**src/sv/cba_pkg.sv**
```systemverilog
// ----------------------------------------------------------------------------
// cba_pkg
// shared types and codes for the contiguous block allocator
// ----------------------------------------------------------------------------
`default_nettype none

package cba_pkg;

    localparam logic [1:0] CMD_ALLOC   = 2'd0;
    localparam logic [1:0] CMD_RELEASE = 2'd1;
    localparam logic [1:0] CMD_CLEAR   = 2'd2;

    localparam logic [1:0] ST_DONE = 2'd0;
    localparam logic [1:0] ST_BAD  = 2'd1;
    localparam logic [1:0] ST_FULL = 2'd2;

    localparam logic [1:0] REG_BLOCK_COUNT  = 2'd0;
    localparam logic [1:0] REG_BLOCK_SIZE   = 2'd1;
    localparam logic [1:0] REG_BASE_ADDRESS = 2'd2;

    // classified operation handed from front to back
    typedef enum logic [1:0] {
        OP_ALLOC,
        OP_RELEASE,
        OP_CLEAR,
        OP_BAD
    } op_t;

endpackage

`default_nettype wire

```
**src/sv/cba_front.sv**
```systemverilog
// ----------------------------------------------------------------------------
// cba_front
// classifies a command and turns request bytes into a block count
// ----------------------------------------------------------------------------
`default_nettype none

module cba_front
    import cba_pkg::*;
#(
    parameter int TAG_BITS = 16,
    parameter int CW       = 11
)
(
    input  wire logic                clk,
    input  wire logic                rst_n,
    input  wire logic                start,
    output logic                     front_busy,
    input  wire logic [1:0]          command,
    input  wire logic [15:0]         owner_tag,
    input  wire logic [23:0]         request_bytes,
    input  wire logic [6:0]          block_count,
    input  wire logic [15:0]         block_size,
    input  wire logic                q_full,
    output logic                     q_push,
    output op_t                      q_op,
    output logic [TAG_BITS-1:0]      q_tag,
    output logic [CW-1:0]            q_need
);

    typedef enum logic [1:0] { S_IDLE, S_DIV, S_PUSH } state_t;

    state_t              state_reg;
    logic [23:0]         quo_reg;
    logic [16:0]         rem_reg;
    logic [4:0]          cnt_reg;
    logic [15:0]         dsr_reg;
    op_t                 op_reg;
    logic [TAG_BITS-1:0] tag_reg;

    logic [TAG_BITS-1:0] tag_in;
    logic                tag_zero;
    logic [16:0]         rem_shift;
    logic [24:0]         need_full;

    // tag kept in its low TAG_BITS bits
    always_comb
    begin
        tag_in = '0;
        for (int b = 0; b < TAG_BITS; b++)
        begin
            if (b < 16)
            begin
                tag_in[b] = owner_tag[b];
            end
        end
    end

    assign tag_zero  = (tag_in == '0);
    assign rem_shift = {rem_reg[15:0], quo_reg[23]};
    // ceiling: quotient plus one when a remainder is left
    assign need_full = {1'b0, quo_reg} + {24'd0, (rem_reg != 17'd0)};

    assign front_busy = (state_reg != S_IDLE);
    assign q_push     = (state_reg == S_PUSH) && !q_full;
    assign q_op       = op_reg;
    assign q_tag      = tag_reg;
    // saturate so oversized requests stay oversized
    assign q_need     = (need_full > 25'((1 << CW) - 1)) ? CW'((1 << CW) - 1)
                                                        : need_full[CW-1:0];

    always_ff @(posedge clk or negedge rst_n)
    begin
        if (!rst_n)
        begin
            state_reg <= S_IDLE;
            cnt_reg   <= '0;
            op_reg    <= OP_BAD;
            tag_reg   <= '0;
            quo_reg   <= '0;
            rem_reg   <= '0;
            dsr_reg   <= '0;
        end
        else
        begin
            unique case (state_reg)
                S_IDLE:
                begin
                    if (start)
                    begin
                        tag_reg <= tag_in;
                        quo_reg <= request_bytes;
                        rem_reg <= '0;
                        dsr_reg <= block_size;
                        cnt_reg <= '0;
                        unique case (command)
                            CMD_ALLOC:
                            begin
                                if (request_bytes != '0 && !tag_zero &&
                                    block_size != '0 && block_count != '0)
                                begin
                                    op_reg    <= OP_ALLOC;
                                    state_reg <= S_DIV;
                                end
                                else
                                begin
                                    op_reg    <= OP_BAD;
                                    state_reg <= S_PUSH;
                                end
                            end
                            CMD_RELEASE:
                            begin
                                op_reg <= (!tag_zero && block_size != '0 &&
                                           block_count != '0) ? OP_RELEASE : OP_BAD;
                                state_reg <= S_PUSH;
                            end
                            CMD_CLEAR:
                            begin
                                op_reg    <= OP_CLEAR;
                                state_reg <= S_PUSH;
                            end
                            default:
                            begin
                                op_reg    <= OP_BAD;
                                state_reg <= S_PUSH;
                            end
                        endcase
                    end
                end
                S_DIV:
                begin
                    // restoring division, one quotient bit a cycle
                    if (rem_shift >= {1'b0, dsr_reg})
                    begin
                        rem_reg <= rem_shift - {1'b0, dsr_reg};
                        quo_reg <= {quo_reg[22:0], 1'b1};
                    end
                    else
                    begin
                        rem_reg <= rem_shift;
                        quo_reg <= {quo_reg[22:0], 1'b0};
                    end
                    cnt_reg <= cnt_reg + 5'd1;
                    if (cnt_reg == 5'd23)
                    begin
                        state_reg <= S_PUSH;
                    end
                end
                S_PUSH:
                begin
                    if (!q_full)
                    begin
                        state_reg <= S_IDLE;
                    end
                end
                default:
                begin
                    state_reg <= S_IDLE;
                end
            endcase
        end
    end

endmodule

`default_nettype wire

```
**src/sv/cba_queue.sv**
```systemverilog
// ----------------------------------------------------------------------------
// cba_queue
// two-entry queue between front and back
// ----------------------------------------------------------------------------
`default_nettype none

module cba_queue
    import cba_pkg::*;
#(
    parameter int W = 8
)
(
    input  wire logic         clk,
    input  wire logic         rst_n,
    input  wire logic         push,
    input  wire logic [W-1:0] push_data,
    output logic              full,
    input  wire logic         pop,
    output logic              not_empty,
    output logic [W-1:0]      pop_data
);

    logic [W-1:0] mem_reg [2];
    logic         wp_reg;
    logic         rp_reg;
    logic [1:0]   cnt_reg;

    assign full      = (cnt_reg == 2'd2);
    assign not_empty = (cnt_reg != 2'd0);
    assign pop_data  = mem_reg[rp_reg];

    always_ff @(posedge clk)
    begin
        if (push)
        begin
            mem_reg[wp_reg] <= push_data;
        end
    end

    always_ff @(posedge clk or negedge rst_n)
    begin
        if (!rst_n)
        begin
            wp_reg  <= 1'b0;
            rp_reg  <= 1'b0;
            cnt_reg <= '0;
        end
        else
        begin
            if (push)
            begin
                wp_reg <= ~wp_reg;
            end
            if (pop)
            begin
                rp_reg <= ~rp_reg;
            end
            cnt_reg <= cnt_reg + {1'b0, push} - {1'b0, pop};
        end
    end

endmodule

`default_nettype wire

```
**src/sv/cba_back.sv**
```systemverilog
// ----------------------------------------------------------------------------
// cba_back
// scans block marks for a first-fit run and updates the pool
// ----------------------------------------------------------------------------
`default_nettype none

module cba_back
    import cba_pkg::*;
#(
    parameter int MAX_BLOCKS = 64,
    parameter int TAG_BITS   = 16,
    parameter int CW         = 11
)
(
    input  wire logic                clk,
    input  wire logic                rst_n,
    input  wire logic                q_valid,
    output logic                     q_pop,
    input  wire op_t                 q_op,
    input  wire logic [TAG_BITS-1:0] q_tag,
    input  wire logic [CW-1:0]       q_need,
    input  wire logic [6:0]          block_count,
    input  wire logic [15:0]         block_size,
    input  wire logic [31:0]         base_address,
    output logic                     back_busy,
    output logic                     done,
    output logic [1:0]               status,
    output logic [31:0]              address,
    output logic [5:0]               first_block
);

    localparam int IW = (MAX_BLOCKS > 1) ? $clog2(MAX_BLOCKS) : 1;

    typedef enum logic [2:0] { S_IDLE, S_SCAN, S_MARK, S_MUL, S_SWEEP } state_t;

    state_t              state_reg;
    logic [MAX_BLOCKS-1:0] used_reg;
    logic [TAG_BITS-1:0] owner_reg [MAX_BLOCKS];
    logic [TAG_BITS-1:0] owner_rd_reg;
    logic [CW-1:0]       idx_reg;
    logic [CW-1:0]       run_reg;
    logic [CW-1:0]       first_reg;
    logic [CW-1:0]       last_reg;
    logic [CW-1:0]       limit_reg;
    logic [CW-1:0]       need_reg;
    logic [TAG_BITS-1:0] tag_reg;
    op_t                 op_reg;
    logic [31:0]         prod_reg;
    logic                done_reg;
    logic [1:0]          status_reg;
    logic [31:0]         address_reg;
    logic [5:0]          first_block_reg;

    logic [IW-1:0]       idx_i;
    logic [IW-1:0]       rd_idx;
    logic                sweep_hit;
    logic [CW-1:0]       limit_in;
    logic [CW-1:0]       run_inc;

    assign idx_i    = idx_reg[IW-1:0];
    assign run_inc  = run_reg + CW'(1);
    // oversized pools are taken as MAX_BLOCKS
    assign limit_in = (CW'(block_count) > CW'(MAX_BLOCKS)) ? CW'(MAX_BLOCKS)
                                                          : CW'(block_count);

    // owner read port is registered: a sweep reads one entry ahead, idle reads entry 0
    assign rd_idx    = (state_reg == S_SWEEP && idx_reg != CW'(MAX_BLOCKS - 1))
                       ? IW'(idx_reg + CW'(1)) : '0;
    assign sweep_hit = (op_reg == OP_CLEAR) ||
                       (used_reg[idx_i] && owner_rd_reg == tag_reg);

    assign q_pop       = (state_reg == S_IDLE) && q_valid;
    assign back_busy   = (state_reg != S_IDLE);
    assign done        = done_reg;
    assign status      = status_reg;
    assign address     = address_reg;
    assign first_block = first_block_reg;

    always_ff @(posedge clk)
    begin
        if (state_reg == S_MARK)
        begin
            owner_reg[idx_i] <= tag_reg;
        end
        else if (state_reg == S_SWEEP && sweep_hit)
        begin
            owner_reg[idx_i] <= '0;
        end
        owner_rd_reg <= owner_reg[rd_idx];
    end

    always_ff @(posedge clk or negedge rst_n)
    begin
        if (!rst_n)
        begin
            state_reg       <= S_IDLE;
            used_reg        <= '0;
            done_reg        <= 1'b0;
            status_reg      <= ST_DONE;
            address_reg     <= '0;
            first_block_reg <= '0;
            idx_reg         <= '0;
            run_reg         <= '0;
            first_reg       <= '0;
            last_reg        <= '0;
            limit_reg       <= '0;
            need_reg        <= '0;
            tag_reg         <= '0;
            op_reg          <= OP_BAD;
            prod_reg        <= '0;
        end
        else
        begin
            unique case (state_reg)
                S_IDLE:
                begin
                    if (q_valid)
                    begin
                        op_reg    <= q_op;
                        tag_reg   <= q_tag;
                        need_reg  <= q_need;
                        limit_reg <= limit_in;
                        idx_reg   <= '0;
                        run_reg   <= '0;
                        unique case (q_op)
                            OP_ALLOC:
                            begin
                                done_reg  <= 1'b0;
                                state_reg <= S_SCAN;
                            end
                            OP_RELEASE, OP_CLEAR:
                            begin
                                done_reg  <= 1'b0;
                                state_reg <= S_SWEEP;
                            end
                            default:
                            begin
                                done_reg        <= 1'b1;
                                status_reg      <= ST_BAD;
                                address_reg     <= '0;
                                first_block_reg <= '0;
                            end
                        endcase
                    end
                    else
                    begin
                        done_reg <= 1'b0;
                    end
                end
                S_SCAN:
                begin
                    // one block mark a cycle
                    if (idx_reg >= limit_reg || need_reg > limit_reg)
                    begin
                        done_reg        <= 1'b1;
                        status_reg      <= ST_FULL;
                        address_reg     <= '0;
                        first_block_reg <= '0;
                        state_reg       <= S_IDLE;
                    end
                    else if (used_reg[idx_i])
                    begin
                        done_reg <= 1'b0;
                        run_reg  <= '0;
                        idx_reg  <= idx_reg + CW'(1);
                    end
                    else if (run_inc == need_reg)
                    begin
                        done_reg  <= 1'b0;
                        first_reg <= idx_reg + CW'(1) - need_reg;
                        last_reg  <= idx_reg;
                        idx_reg   <= idx_reg + CW'(1) - need_reg;
                        state_reg <= S_MARK;
                    end
                    else
                    begin
                        done_reg <= 1'b0;
                        run_reg  <= run_inc;
                        idx_reg  <= idx_reg + CW'(1);
                    end
                end
                S_MARK:
                begin
                    done_reg        <= 1'b0;
                    used_reg[idx_i] <= 1'b1;
                    idx_reg <= idx_reg + CW'(1);
                    if (idx_reg == last_reg)
                    begin
                        prod_reg  <= 32'(first_reg) * 32'(block_size);
                        state_reg <= S_MUL;
                    end
                end
                S_MUL:
                begin
                    done_reg        <= 1'b1;
                    status_reg      <= ST_DONE;
                    address_reg     <= base_address + prod_reg;
                    first_block_reg <= 6'(first_reg);
                    state_reg       <= S_IDLE;
                end
                S_SWEEP:
                begin
                    if (sweep_hit)
                    begin
                        used_reg[idx_i] <= 1'b0;
                    end
                    idx_reg <= idx_reg + CW'(1);
                    if (idx_reg == CW'(MAX_BLOCKS - 1))
                    begin
                        done_reg        <= 1'b1;
                        status_reg      <= ST_DONE;
                        address_reg     <= '0;
                        first_block_reg <= '0;
                        state_reg       <= S_IDLE;
                    end
                    else
                    begin
                        done_reg <= 1'b0;
                    end
                end
                default:
                begin
                    done_reg  <= 1'b0;
                    state_reg <= S_IDLE;
                end
            endcase
        end
    end

endmodule

`default_nettype wire

```
**src/sv/contiguous_block_allocator.sv**
```systemverilog
// ----------------------------------------------------------------------------
// contiguous_block_allocator
// first-fit allocator of contiguous runs in a pool of equal blocks
// ----------------------------------------------------------------------------
// A command is taken when start is high and busy is low; busy then stays high
// until its result word is shown, and done marks that word for one cycle with
// no way for the receiver to stall it. An allocate passes through the front
// divider (one quotient bit a cycle), is handed to the queue and popped by the
// back end, which scans one block mark a cycle up to the end of the first
// fitting run, marks the granted blocks one a cycle, adds the base address in
// S_MUL and then shows the word. With no fitting run the scan stops at the end
// of the configured pool. Release and clear sweep all MAX_BLOCKS entries, one
// a cycle. A bad request is answered by the back end without a scan or sweep.
// Pool state starts all free at reset.
// ----------------------------------------------------------------------------
`default_nettype none

module contiguous_block_allocator
    import cba_pkg::*;
#(
    parameter int MAX_BLOCKS = 64,
    parameter int TAG_BITS   = 16
)
(
    input  wire logic        clk,
    input  wire logic        rst_n,
    // command side
    input  wire logic        start,
    output logic             busy,
    input  wire logic [1:0]  command,
    input  wire logic [15:0] owner_tag,
    input  wire logic [23:0] request_bytes,
    // result side
    output logic             done,
    output logic [1:0]       status,
    output logic [31:0]      address,
    output logic [5:0]       first_block,
    // configuration writes
    input  wire logic        cfg_we,
    input  wire logic [1:0]  cfg_index,
    input  wire logic [31:0] cfg_data
);

    // block count width: holds MAX_BLOCKS plus one and any block_count value
    localparam int CW = ($clog2(MAX_BLOCKS + 1) + 1 > 8) ? $clog2(MAX_BLOCKS + 1) + 1 : 8;
    localparam int QW = 2 + TAG_BITS + CW;

    logic [6:0]  block_count_reg;
    logic [15:0] block_size_reg;
    logic [31:0] base_address_reg;

    logic                front_busy;
    logic                back_busy;
    logic                q_full;
    logic                q_push;
    logic                q_pop;
    logic                q_valid;
    op_t                 f_op;
    logic [TAG_BITS-1:0] f_tag;
    logic [CW-1:0]       f_need;
    logic [QW-1:0]       q_out;
    op_t                 b_op;

    // whole item in flight anywhere holds off the next command
    assign busy = front_busy || q_valid || back_busy;

    always_ff @(posedge clk or negedge rst_n)
    begin
        if (!rst_n)
        begin
            block_count_reg  <= '0;
            block_size_reg   <= '0;
            base_address_reg <= '0;
        end
        else if (cfg_we)
        begin
            case (cfg_index)
                REG_BLOCK_COUNT:  block_count_reg  <= cfg_data[6:0];
                REG_BLOCK_SIZE:   block_size_reg   <= cfg_data[15:0];
                REG_BASE_ADDRESS: base_address_reg <= cfg_data;
                default:          ;
            endcase
        end
    end

    cba_front #(.TAG_BITS(TAG_BITS), .CW(CW)) u_front (
        .clk           (clk),
        .rst_n         (rst_n),
        .start         (start && !busy),
        .front_busy    (front_busy),
        .command       (command),
        .owner_tag     (owner_tag),
        .request_bytes (request_bytes),
        .block_count   (block_count_reg),
        .block_size    (block_size_reg),
        .q_full        (q_full),
        .q_push        (q_push),
        .q_op          (f_op),
        .q_tag         (f_tag),
        .q_need        (f_need)
    );

    cba_queue #(.W(QW)) u_queue (
        .clk       (clk),
        .rst_n     (rst_n),
        .push      (q_push),
        .push_data ({f_op, f_tag, f_need}),
        .full      (q_full),
        .pop       (q_pop),
        .not_empty (q_valid),
        .pop_data  (q_out)
    );

    assign b_op = op_t'(q_out[QW-1 -: 2]);

    cba_back #(.MAX_BLOCKS(MAX_BLOCKS), .TAG_BITS(TAG_BITS), .CW(CW)) u_back (
        .clk          (clk),
        .rst_n        (rst_n),
        .q_valid      (q_valid),
        .q_pop        (q_pop),
        .q_op         (b_op),
        .q_tag        (q_out[CW +: TAG_BITS]),
        .q_need       (q_out[CW-1:0]),
        .block_count  (block_count_reg),
        .block_size   (block_size_reg),
        .base_address (base_address_reg),
        .back_busy    (back_busy),
        .done         (done),
        .status       (status),
        .address      (address),
        .first_block  (first_block)
    );

endmodule

`default_nettype wire
```
**config.mk**
```make
export PLATFORM = sky130hd
export DESIGN_NAME = contiguous_block_allocator
export DESIGN_NICKNAME = d
export VERILOG_FILES = /design/src/sv/cba_pkg.sv /design/src/sv/cba_front.sv /design/src/sv/cba_queue.sv /design/src/sv/cba_back.sv /design/src/sv/contiguous_block_allocator.sv
export SDC_FILE = /design/constraint.sdc
export NUM_CORES = 2
export LEC_CHECK = 0
export BUFFER_PORTS_ARGS = -buffer_cell sky130_fd_sc_hd__buf_4
export CAP_MARGIN = 20
export CORE_AREA = 3 3 322 324
export DETAILED_ROUTE_END_ITERATION = 8
export DIE_AREA = 0 0 325 327
export PLACE_DENSITY = 0.81
export SYNTH_ARGS = -nofsm -noshare
export SYNTH_HDL_FRONTEND = slang
export SYNTH_HIERARCHICAL = 1
export SYNTH_SLANG_ARGS = --single-unit
```
**constraint.sdc**
```tcl
create_clock -name clk -period 12.8 [get_ports clk]
set_input_delay 2.56 -clock clk [delete_from_list [all_inputs] [get_ports clk]]
set_output_delay 2.56 -clock clk [all_outputs]
set_load 0.05 [all_outputs]
```
==> metrics <==
combinational power share 36.9%; First-pass DRT Iterations 6; Post-Synth XOR/XNOR Area 1.336%; die area 0.1063 mm2; Final Setup Violations 0; Post-Synth Adder-Cell Area 4.845%; die extent in x 325 um; DR iter-0 viols 6700; max reg flops 1024; mux contribution to synthesized area 5.481%; status completed; #FFs+latches synth 1430; # H-tree levels 4; hold_buf cts 0; total power 16.27 mW; part of the power in registers 38.7%; row count 117; clock power share 24.3%; largest net degree at the start of global routing 179; clk sinks 1430; largest family of logic cells by synthesized area simple AND/OR/NAND/NOR gates; Layout Nets 5589; Ys Warns 6; core footprint 0.1014 mm2; Syn Nets 5490; Post-Syn Instances 5209; sequential share of the synthesized area 62.85%; Top Ports 122; Post-Synth Simple-Gate Area 12.82%; WP data arrival 6.72 ns; crit path setup slack, layout 6.756 ns; Switching Power 6.388 mW; max_slew headroom 16.38%; ANT nets after route 0; Async SR Flop Fraction 23.64%; starting density of the core 64.45%; post-CTS sizing 0; PwrDens 224.4 mW/mm2; Avg Inst Size Synth 12.55 um2; Fmax 165.5 MHz; Setup crit start kind flop; worst min-delay path class flop to flop; CP required 13.48 ns; Post-DP HPWL 111.8 mm; Final Cell Area 0.07251 mm2; Non-Filler Instances 6794; worst vdd ir 0.0002924 V; dpl ws 6.874 ns; setup bufs post-CTS 0; routability congestion estimate 0.9108; CTS Buffer Depth 3; Final Hold Viols 0; CP Class flop to flop; global-route wire length before repair 272.5 mm; Area after DPL 0.06806 mm2; fin. max-slew vios 0; routed vias 45.73k; final worst path period need 6.044 ns; predominant post-synthesis flop cell edfxtp_1; Switching Fraction 39.25%; post-synthesis compound-gate area fraction 9.729%; Root Driver clkbuf_16; Internal 9.886 mW; Total Wirelength 182.6 mm; Port-buffer cells 121; layout cells sized above 1 13.61%; pin slew with the least headroom to its limit 1.247 ns; Mapped Area 0.06538 mm2; CP max FO 18; Area growth syn-to-layout 10.91%; post-synth cell types 104; crit end category flop; setup TNS 0 ns; Maximum Capacitance Violations 0; antenna violations before repair 2; vias per std cell 6.731; Leakage Power 27.39 nW; die extent in y 327 um; vias in the first global route 44.49k; Final Cycle Share 47.22%; placed insts 6529; remaining global-route overflow 0; clk_skew 0.03249 ns; RSZ-0062 raised after global routing no; cts bufs inserted 142; drt wl/cell 26.88 um; Clock Pin Slew Worst Setup and Hold Paths 0.06 ns; Post-synth EDFFs 1076; CTS tree done; worst skew pair latency 0.77 ns; Total GRT Usage 33.90%; drt drc 0
## power groups by stage
stage	clock [mW]	sequential (mW)	combinational, mW
finish	3.96	6.30	6.01
global route	4.16	6.33	6.40
CTS	3.98	6.28	5.82
detailed placement	0	6.36	5.76
global placement	0	6.35	5.57
floorplan	0	6.20	3.93
## through the flow
stage | util [%] | hold WS, ns
detailed placement | 67.08 | 0.4535
global route | 71.47 | 0.4787
global placement | 67.06 | 0.4436
CTS | 71.41 | 0.4618
finish | 71.48 | 0.4649
floorplan | - | 0.4382
## worst paths after layout
path,from,endpoint,slack (ns),depth (start not counted)
setup / recovery,u_back/first_reg[5]$_DFFE_PN0P_,u_back/prod_reg[22]$_DFFE_PN0P_,6.76,16
hold / removal,u_front/q_tag[3]$_DFFE_PN0P_,u_queue/mem_reg[0][11]$_DFFE_PP_,0.46,0
setup reg to reg,u_back/first_reg[5]$_DFFE_PN0P_,u_back/prod_reg[22]$_DFFE_PN0P_,6.76,16
hold reg to reg,u_front/q_tag[3]$_DFFE_PN0P_,u_queue/mem_reg[0][11]$_DFFE_PP_,0.46,0
max in group asynchronous,rst_n,asynchronous set/reset pin,9.43,2
min in group asynchronous,rst_n,base_address_reg[1]$_DFFE_PN0P_,1.83,1
## routing by layer
metal  vias to the layer above  part of all wire, %  track usage [%]
met1                     22357                   36            44.52
li1                      19479                    -                -
met3                       596                   13            9.059
met5                         -                0.015                0
met4                         4                  5.7            17.93
met2                      3293                   46            52.35
## cell type report
cell class              count  area, um2
inverters                 168      631.9
repair buffers            256       2007
clock buffers             205       3983
well taps                1368       1712
clock inverters            53      409.1
flip-flops and latches   1430      41100
fillers                  6450      28940
multi-input cells        3310      22660
diodes                      4      10.01
## critical path, stage by stage (launching register included)
cell and delay (ns):
dfrtp_1 0.73, and2_1 0.24, fa_1 0.44, fa_1 0.52, fa_1 0.55, inv_1 0.06, fa_1 0.53, inv_1 0.05
ha_1 0.35, and3_1 0.20, a221o_1 0.37, nor2_1 0.08, o21ai_0 0.17, a2111oi_0 0.84, nor4_1 0.19, or4_1 0.54
nand3_1 0.09
## cells in the mapped netlist (19+ instances only)
master / number / area (um2)
mux2_2: 125 / 1408
nand3_1: 196 / 980.9
clkbuf_1: 196 / 735.7
edfxtp_1: 1076 / 32310
o21ai_0: 191 / 955.9
nand2_1: 836 / 3138
o211ai_1: 63 / 473.0
buf_2: 56 / 280.3
or3_1: 76 / 475.5
xor2_1: 39 / 341.6
and2_1: 135 / 844.6
mux2i_1: 118 / 1181
nor4_1: 47 / 294.0
nand4_1: 41 / 256.5
buf_1: 33 / 123.9
a311oi_1: 22 / 192.7
ha_1: 114 / 1426
xnor2_1: 58 / 508.0
a21oi_1: 136 / 680.7
nor3_1: 115 / 575.6
a21o_1: 39 / 292.8
mux2_4: 19 / 285.3
o22ai_1: 20 / 125.1
inv_1: 167 / 626.9
o221ai_1: 54 / 473.0
a211oi_1: 74 / 555.5
and3_1: 40 / 250.2
mux2_1: 31 / 349.1
dfrtp_1: 334 / 8358
nor2b_1: 46 / 287.8
o21a_1: 19 / 142.6
a31oi_1: 105 / 656.9
fa_1: 87 / 1742
a221oi_1: 21 / 183.9
nor2_1: 172 / 645.6
## layout by cell type (no fill, tap or decap), types with 44 or more instances in the layout
cell type  count
edfxtp_1    1076
a31oi_1      105
a211oi_1      74
xnor2_1       58
nor3_1        79
nor2_1       168
nor2b_1       45
inv_1        166
mux2_2       125
and2_1       118
mux2i_1      118
o211ai_1      63
dfrtp_1      333
or3_1         76
nand2_1      835
o21ai_0      189
a21oi_1      136
buf_4        249
clkbuf_16    144
clkbuf_1      46
nor4_1        44
o221ai_1      54
fa_1          87
ha_1         114
nand3_1      196
## cells by family (layout without fill, tap and decap cells)
logic type,Yosys count,count (layout)
xor+xnor,98,98
compound gates,921,921
buf+inv,469,682
mux,309,309
simple gates,1781,1781
flops,1430,1430
fa+ha+maj,201,201
other cells,0,4
Power figures use the tool's default switching activity.
